===== src/hdl/szpw_pkg.sv =====
// Shared constants, codes and types of the spherical zone protection weight unit.
// Used by szpw_seq_unit, spherical_zone_protection_weight_unit and the testbench; depends on nothing.
package szpw_pkg;

    localparam int MAX_ZONES = 32;
    localparam int ZONE_AW   = $clog2(MAX_ZONES);
    localparam int CNT_W     = $clog2(MAX_ZONES + 1);
    localparam int ENTRY_W   = 160;

    // configuration register indexes
    localparam logic [2:0] REG_CENTER_X   = 3'd0;
    localparam logic [2:0] REG_CENTER_Y   = 3'd1;
    localparam logic [2:0] REG_CENTER_Z   = 3'd2;
    localparam logic [2:0] REG_RADIUS     = 3'd3;
    localparam logic [2:0] REG_ENTRIES    = 3'd4;
    localparam logic [2:0] REG_CLASS_MASK = 3'd5;

    localparam logic signed [33:0] HALF_PI_Q30 = 34'sd1686629713;
    localparam logic signed [63:0] ONE_Q60     = 64'sh1000_0000_0000_0000;
    localparam logic [16:0]        WEIGHT_ONE  = 17'd65536;

    localparam logic [5:0] SQRT_STEPS  = 6'd32;
    localparam logic [5:0] NORM_STEPS  = 6'd30;
    localparam logic [5:0] WEIGHT_STEPS = 6'd16;
    localparam logic [4:0] CORDIC_LAST = 5'd29;

    typedef enum logic {OP_SQRT, OP_DIV} unit_op_t;

    typedef struct packed {
        logic     go;
        unit_op_t op;
        logic [5:0] steps;
    } unit_req_t;

    // arctangent of 2^-i, Q2.30 radians
    function automatic logic [29:0] atan_q30(input logic [4:0] i);
        logic [29:0] v;
        case (i)
            5'd0:  v = 30'h3243F6A8;
            5'd1:  v = 30'h1DAC6705;
            5'd2:  v = 30'h0FADBAFC;
            5'd3:  v = 30'h07F56EA6;
            5'd4:  v = 30'h03FEAB76;
            5'd5:  v = 30'h01FFD55B;
            5'd6:  v = 30'h00FFFAAA;
            5'd7:  v = 30'h007FFF55;
            5'd8:  v = 30'h003FFFEA;
            5'd9:  v = 30'h001FFFFD;
            5'd10: v = 30'h000FFFFF;
            5'd11: v = 30'h0007FFFF;
            5'd12: v = 30'h0003FFFF;
            5'd13: v = 30'h0001FFFF;
            5'd14: v = 30'h0000FFFF;
            5'd15: v = 30'h00007FFF;
            5'd16: v = 30'h00003FFF;
            5'd17: v = 30'h00001FFF;
            5'd18: v = 30'h00000FFF;
            5'd19: v = 30'h000007FF;
            5'd20: v = 30'h000003FF;
            5'd21: v = 30'h000001FF;
            5'd22: v = 30'h000000FF;
            5'd23: v = 30'h0000007F;
            5'd24: v = 30'h0000003F;
            5'd25: v = 30'h0000001F;
            5'd26: v = 30'h0000000F;
            5'd27: v = 30'h00000008;
            5'd28: v = 30'h00000004;
            5'd29: v = 30'h00000002;
            default: v = 30'h0;
        endcase
        return v;
    endfunction

endpackage


===== src/hdl/szpw_seq_unit.sv =====
// Shared iterative unit: integer square root (two radicand bits per cycle) and
// restoring division (one quotient bit per cycle). Depends on szpw_pkg.
module szpw_seq_unit
    import szpw_pkg::*;
(
    input  logic        clk,
    input  logic        rst_n,
    input  unit_req_t   req,
    input  logic [63:0] opa,
    input  logic [31:0] opb,
    output logic        done,
    output logic [31:0] result
);

    typedef enum logic {U_IDLE, U_RUN} ustate_t;

    ustate_t     state_reg;
    logic [5:0]  cnt_reg;
    logic        done_reg;
    unit_op_t    op_reg;
    logic [63:0] rad_reg;
    logic [35:0] rem_reg;
    logic [31:0] root_reg;
    logic [31:0] div_reg;

    logic [35:0] sq_rem;
    logic [35:0] sq_trial;
    logic [32:0] dv_rem;

    always_comb
    begin
        sq_rem   = {rem_reg[33:0], rad_reg[63:62]};
        sq_trial = {2'b00, root_reg, 2'b01};
        dv_rem   = {rem_reg[31:0], 1'b0};
    end

    always_ff @(posedge clk or negedge rst_n)
    begin
        if (!rst_n)
        begin
            state_reg <= U_IDLE;
            cnt_reg   <= '0;
            done_reg  <= 1'b0;
        end
        else
        begin
            done_reg <= 1'b0;
            unique case (state_reg)
                U_IDLE:
                begin
                    if (req.go)
                    begin
                        cnt_reg   <= req.steps;
                        state_reg <= U_RUN;
                    end
                end
                U_RUN:
                begin
                    cnt_reg <= cnt_reg - 6'd1;
                    if (cnt_reg == 6'd1)
                    begin
                        done_reg  <= 1'b1;
                        state_reg <= U_IDLE;
                    end
                end
                default: state_reg <= U_IDLE;
            endcase
        end
    end

    always_ff @(posedge clk)
    begin
        if (state_reg == U_IDLE && req.go)
        begin
            op_reg  <= req.op;
            div_reg <= opb;
            rad_reg <= opa;
            if (req.op == OP_SQRT)
            begin
                rem_reg  <= '0;
                root_reg <= '0;
            end
            else if (opa[33:0] >= {2'b00, opb})
            begin
                // head at least the divisor: leading quotient bit
                rem_reg  <= 36'(opa[33:0] - {2'b00, opb});
                root_reg <= 32'd1;
            end
            else
            begin
                rem_reg  <= 36'(opa[33:0]);
                root_reg <= '0;
            end
        end
        else if (state_reg == U_RUN)
        begin
            if (op_reg == OP_SQRT)
            begin
                rad_reg <= {rad_reg[61:0], 2'b00};
                if (sq_rem >= sq_trial)
                begin
                    rem_reg  <= sq_rem - sq_trial;
                    root_reg <= {root_reg[30:0], 1'b1};
                end
                else
                begin
                    rem_reg  <= sq_rem;
                    root_reg <= {root_reg[30:0], 1'b0};
                end
            end
            else if (dv_rem >= {1'b0, div_reg})
            begin
                rem_reg  <= 36'(dv_rem - {1'b0, div_reg});
                root_reg <= {root_reg[30:0], 1'b1};
            end
            else
            begin
                rem_reg  <= 36'(dv_rem);
                root_reg <= {root_reg[30:0], 1'b0};
            end
        end
    end

    assign done   = done_reg;
    assign result = root_reg;

`ifndef SYNTHESIS
    a_done_from_run: assert property (@(posedge clk) disable iff (!rst_n)
        done |-> $past(state_reg) == U_RUN)
        else $error("unit done without a running operation");
    a_go_only_idle: assert property (@(posedge clk) disable iff (!rst_n)
        (req.go && state_reg == U_IDLE) |=> state_reg == U_RUN)
        else $error("unit did not start on request");
    a_nonzero_steps: assert property (@(posedge clk) disable iff (!rst_n)
        (req.go && state_reg == U_IDLE) |-> req.steps != 6'd0)
        else $error("unit started with zero steps");
`endif

endmodule


===== config.mk =====
export PLATFORM = sky130hd
export DESIGN_NAME = szpw_seq_unit
export DESIGN_NICKNAME = d
export VERILOG_FILES = /design/src/hdl/szpw_pkg.sv /design/src/hdl/szpw_seq_unit.sv
export SDC_FILE = /design/constraint.sdc
export NUM_CORES = 1
export LEC_CHECK = 0
export BUFFER_PORTS_ARGS = -buffer_cell sky130_fd_sc_hd__buf_4
export CORE_AREA = 2 2 215 217
export CTS_CLUSTER_DIAMETER = 200
export DETAILED_ROUTE_END_ITERATION = 6
export DIE_AREA = 0 0 217 219
export GPL_ROUTABILITY_DRIVEN = 0
export SLEW_MARGIN = 20
export SYNTH_ARGS = -nofsm -noshare
export SYNTH_HDL_FRONTEND = slang
export SYNTH_SLANG_ARGS = --single-unit

===== constraint.sdc =====
create_clock -name clk -period 7.32 [get_ports clk]
set_clock_uncertainty 0.05 [all_clocks]
set_input_delay 0.732 -clock clk [delete_from_list [all_inputs] [get_ports clk]]
set_output_delay 0.732 -clock clk [all_outputs]
set_load 0.05 [all_outputs]

* After elaboration in Yosys (flattened, before gate mapping)
Cells that the tools add are included.
Cells by class: add/subtract/negate cells 4, $lt $le $gt $ge 3, eq/ne operators 3, mux-type cells 24, bitwise logic cells 1, reduce and logical (&&, ||, !) cells 3
Operators by type and width (number):
- 34-bit 2-to-1 mux | 7
- 64-bit 2-to-1 mux | 3
- 32-bit 2-to-1 mux | 2
- 36-bit by 34-bit greater-or-equal comparator with 1-bit output | 1
- 34-bit by 32-bit greater-or-equal comparator with 1-bit output | 1
- 33-bit by 32-bit subtractor with 34-bit output | 1
- 34-bit by 32-bit subtractor with 34-bit output | 1
- 34-bit subtractor | 1
- 33-bit by 32-bit greater-or-equal comparator with 1-bit output | 1
- 6-bit one-hot mux with 2 select lines | 1
- 1-bit 2-to-1 mux | 9
- 6-bit by 1-bit == test with 1-bit output, second input constant | 1
- 6-bit 2-to-1 mux | 1
- 6-bit by 1-bit subtractor with 6-bit output, second input constant | 1
- 2-bit by 1-bit inequality test with 1-bit output, second input constant | 1
- 2-bit inequality test, second input constant | 1
- 1-bit one-hot mux with 2 select lines | 1
- 2-bit AND reduction | 1
- 2-bit nonzero test | 1
- 1-bit logical AND | 1
- 1-bit NOT | 1
Storage, ports and cells: register bits after elaboration 171, word-level logic and storage cells 46

* Longest topological paths before layout
depth in word-level cells 5, depth in mapped cells 16

* Worst setup path after synthesis
OpenSTA, ideal clock, no wires.
path kind reg2reg, from register op_reg, to register rad_reg[0], enable pin, library setup time 0.574 ns, data arrival time 5.351 ns, path slack 1.345 ns, stages on the path, launching flop included 4, path buffers 2, clock period less this slack 5.975 ns, path through edfxtp_1 clkbuf_1 clkbuf_1 o21ai_0
On the way: word-level cells in the longest chain between the ends 2
RTL lines:
- start: declaration | line szpw_seq_unit.sv:20 | unit_op_t op_reg;
- start signal: assignment | line szpw_seq_unit.sv:75 | op_reg <= req.op;
- 2-bit by 1-bit inequality test with 1-bit output (no line)
- 2-bit AND reduction (no line)
- end signal: assignment | line szpw_seq_unit.sv:77 | rad_reg <= opa;
- end signal: assignment | line szpw_seq_unit.sv:99 | rad_reg <= {rad_reg[61:0], 2'b00};
- end: declaration | line szpw_seq_unit.sv:21 | logic [63:0] rad_reg;
No other way between the ends. A chain may end at the register's enable or synchronous reset.

* Worst setup path after layout
from register rem_reg[3], to register rem_reg[7], data pin
On the way: word-level cells in the longest chain between the ends 5, elaborated cells between the ends (all ways) 9, those cells by class 2 x add/sub; 2 x order compare; 5 x mux
RTL lines:
- start: declaration | line szpw_seq_unit.sv:22 | logic [35:0] rem_reg;
- start signal: assignment | line szpw_seq_unit.sv:86 | rem_reg <= 36'(opa[33:0] - {2'b00, opb});
- start signal: assignment | line szpw_seq_unit.sv:91 | rem_reg <= 36'(opa[33:0]);
- start signal: assignment | line szpw_seq_unit.sv:102 | rem_reg <= sq_rem - sq_trial;
- 34-bit subtractor (tied with other cells) | line szpw_seq_unit.sv:102
- 34-bit 2-to-1 mux, on equally long branches | line szpw_seq_unit.sv:100, szpw_seq_unit.sv:111
- 34-bit 2-to-1 mux (*) | line szpw_seq_unit.sv:97 | if (op_reg == OP_SQRT)
- 34-bit 2-to-1 mux (*) | line szpw_seq_unit.sv:95 | else if (state_reg == U_RUN)
- 34-bit 2-to-1 mux (*) | line szpw_seq_unit.sv:73 | if (state_reg == U_IDLE && req.go)
Every way passes the cells marked *; elsewhere a longest branch is shown, timed or not. The select of a mux whose other input is x is not followed.

==> impl_metrics.sql <==
INSERT INTO impl_metrics (metric_group, metric, value, unit) VALUES
('outcome', 'status', 'completed', ''),
('global_routing', 'grt_start_max_net_pins', '83', ''),
('placement', 'placed_inst_area', '15100', 'sq um'),
('timing', 'tns', '0', 'ns'),
('synth', 'mappedNetlistNets', '1780', ''),
('die', 'floorplan.initialDensity', '0.298', ''),
('global_routing', 'global_route_overflow', '0', ''),
('routing', 'drtIter0Drc', '803', ''),
('finish', 'fraction_of_final_layout_cells_sized_beyond_drive_strength_1', '0.117', ''),
('pwr', 'seqPwrFrac', '0.251', ''),
('timing', 'timing.final.setup_violations', '0', ''),
('die', 'core_area', '45100', 'sq um'),
('timing', 'slew_viol_final', '0', ''),
('synth', 'synth.yosys.seq_area_share', '0.379', ''),
('flow_run', 'max_cap_viol_count', '0', ''),
('synth', 'yosys-top-cells-area', 'sky130_fd_sc_hd__edfxtp_1 (36%), sky130_fd_sc_hd__ha_1 (9.3%), sky130_fd_sc_hd__nand2_1 (8.1%)', ''),
('critical_path', 'crit_path_start_kind', 'flop', ''),
('routing', 'finalWirelength', '39600', 'um'),
('cts', 'cts_max_path_buffers', '2', ''),
('cts', 'post_cts.resized_instances', '0', ''),
('synth', 'synth_async_sr_flop_share', '0.0468', ''),
('timing', 'whs', '0.0371', 'ns'),
('cts', 'setup_buffers_after_cts', '0', ''),
('timing', 'rsz_0062_raised_after_global_routing', 'no', ''),
('synth', 'synth_ff_type', 'sky130_fd_sc_hd__edfxtp_1', ''),
('pwr', 'total_power', '7.04', 'mW'),
('synth', 'yosys-top-cells-count', 'sky130_fd_sc_hd__nand2_1 (291), sky130_fd_sc_hd__edfxtp_1 (163), sky130_fd_sc_hd__inv_1 (132)', ''),
('synth', 'synthesis.instances', '1572', ''),
('hold_path', 'min-delay-path-class', 'input pin to asynchronous set/reset pin', ''),
('pwr', 'power_switching', '3.35', 'mW'),
('critical_path', 'crit_family', 'compound AO/OA/AOI/OAI gates', ''),
('pwr', 'share_of_total_power_in_the_clock_network', '0.134', ''),
('pwr', 'max_ir_drop_vdd', '0.000252', 'V'),
('placement', 'detailed_place_hpwl', '30400', 'um'),
('synth', 'synth_cell_types', '73', ''),
('cts', 'cts_hold_buf', '0', ''),
('pwr', 'total_leakage_power', '6.83', 'nW'),
('critical_path', 'cp_common_cell', 'sky130_fd_sc_hd__a211oi_1', ''),
('critical_path', 'critical_path.max_fanout', '40', ''),
('pwr', 'power-per-cell-area', '450', 'nW/um^2'),
('die', 'die_width', '217', 'um'),
('timing', 'max-slew-margin-rel', '0.323', ''),
('cts', 'ctsRootBufferMaster', 'sky130_fd_sc_hd__clkbuf_16', ''),
('finish', 'finalInstanceArea', '15700', 'sq um'),
('routing', 'detail_route.wl_per_cell', '17.3', 'um'),
('cts', 'numCtsBuffers', '17', ''),
('synth', 'post_synth_instance_area', '13400', 'sq um'),
('critical_path', 'max_stage_delay', '0.48', 'ns'),
('finish', 'layout.core_utilization', '0.347', ''),
('cts', 'clk_transition_reported_paths', '0.07', 'ns'),
('global_routing', 'grt_usage', '0.167', ''),
('timing', 'layout_min_cycle_time', '4.40', 'ns'),
('synth', 'netlist.top_cell.by_area', 'sky130_fd_sc_hd__edfxtp_1', ''),
('timing', 'final-hold-violation-count', '0', ''),
('placement', 'buffer_ports.inserted', '138', ''),
('critical_path', 'critical_path_buf_inv_count', '1', ''),
('finish', 'finish.net_count', '1883', ''),
('routing', 'drt_pre_antenna_iters', '7', ''),
('critical_path', 'path_class', 'flop to flop', ''),
('global_routing', 'number_of_global_route_vias_before_repair', '11461', ''),
('die', 'top_level_ports', '139', ''),
('routing', 'detailroute.via_count', '11729', ''),
('synth', 'synth_enable_flop_cells', '163', ''),
('critical_path', 'worstSetupEndpointType', 'flop', ''),
('cts', 'cts_max_level', '4', ''),
('synth', 'synth-warning-count', '0', ''),
('timing', 'maxClockFrequency', '227', 'MHz'),
('finish', 'largest_register_ff_count', '64', ''),
('pwr', 'power.internal', '3.69', 'mW'),
('synth', 'synth.ff_latch_count', '171', ''),
('global_routing', 'grt_first_pass_wirelength', '62100', 'um');
-- worst paths after layout --
check / startpoint / end / slack, ns / cells past startpoint
min reg2reg: cnt_reg[5] / done / 0.47 / 1
min: rst_n / cnt_reg[5] / 0.04 / 1
max: rem_reg[3] / rem_reg[7] / 2.92 / 12
max reg2reg: rem_reg[3] / rem_reg[7] / 2.92 / 12
max in group asynchronous: rst_n / cnt_reg[1] / 7.05 / 1
min in group clk: opb[15] / div_reg[15] / 0.41 / 1
-- power by group through the flow --
stage	Clock, mW	Combinational (mW)	Sequential [mW]
6_report	0.945	4.33	1.77
5_1_grt	1.01	4.79	1.80
4_1_cts	0.968	4.30	1.76
3_5_place_dp	0	4.26	1.78
3_3_place_gp	0	4.22	1.77
2_1_floorplan	0	2.95	2.00
-- cells by family (layout without fill, tap and decap cells) --
logic type                 Yosys count  count (layout)  synth area share
AOI/OAI and AO/OA                  428             428             0.204
xor gates and xnor gates            91              91            0.0593
muxes                               37              37            0.0283
adders and majority gates          102             102            0.0961
DFF                                171             171             0.379
buffers and inverters              197             313            0.0570
other                                0               1                 0
and+or+nand+nor                    546             546             0.176
-- routing by layer --
layer	vias up	routed length, um	GRT usage
met3	51	2270	0.0233
met2	403	17800	0.266
met5	-	0	0
met1	5455	18500	0.227
li1	5820	-	-
met4	0	1080	0.0694
-- placed cells by master (no fill, tap or decap), types with 23 or more instances in the layout --
| master | instances |
|---|---|
| sky130_fd_sc_hd__nand2_1 | 290 |
| sky130_fd_sc_hd__edfxtp_1 | 163 |
| sky130_fd_sc_hd__buf_4 | 148 |
| sky130_fd_sc_hd__inv_1 | 131 |
| sky130_fd_sc_hd__a21oi_1 | 116 |
| sky130_fd_sc_hd__o21ai_0 | 109 |
| sky130_fd_sc_hd__nor2_1 | 107 |
| sky130_fd_sc_hd__ha_1 | 100 |
| sky130_fd_sc_hd__xnor2_1 | 49 |
| sky130_fd_sc_hd__xor2_1 | 42 |
| sky130_fd_sc_hd__nand3_1 | 36 |
| sky130_fd_sc_hd__a21o_1 | 32 |
| sky130_fd_sc_hd__mux2i_1 | 29 |
| sky130_fd_sc_hd__o211ai_1 | 23 |
-- metrics by stage --
stage	instances	setup WS, ns
2_1_floorplan	1572	1.34
3_3_place_gp	2256	2.93
3_5_place_dp	2256	2.87
4_1_cts	2288	2.99
5_1_grt	2289	2.69
6_report	2289	2.92
-- worst reg2reg max path, stage by stage, from the launching register on --
cell and delay (ns):
sky130_fd_sc_hd__edfxtp_1 0.46, sky130_fd_sc_hd__ha_1 0.38, sky130_fd_sc_hd__a211oi_1 0.33, sky130_fd_sc_hd__nor2_1 0.15, sky130_fd_sc_hd__o31ai_1 0.35, sky130_fd_sc_hd__a21boi_0 0.25
sky130_fd_sc_hd__o32ai_1 0.47, sky130_fd_sc_hd__a31o_2 0.48, sky130_fd_sc_hd__buf_4 0.46, sky130_fd_sc_hd__a2111oi_0 0.18, sky130_fd_sc_hd__a211oi_1 0.28, sky130_fd_sc_hd__a21oi_1 0.10
sky130_fd_sc_hd__a22o_1 0.22
-- layout make-up --
cell class / instances / area, sq um
clock inverters: 14 / 158
fillers: 4719 / 29400
clock buffers: 18 / 429
flip-flops and latches: 171 / 5090
repair buffers: 148 / 1110
multi-input cells: 1204 / 7600
diodes: 1 / 2.50
inverters: 133 / 502
well taps: 600 / 751
No activity file was read; power rests on OpenSTA's default activity.
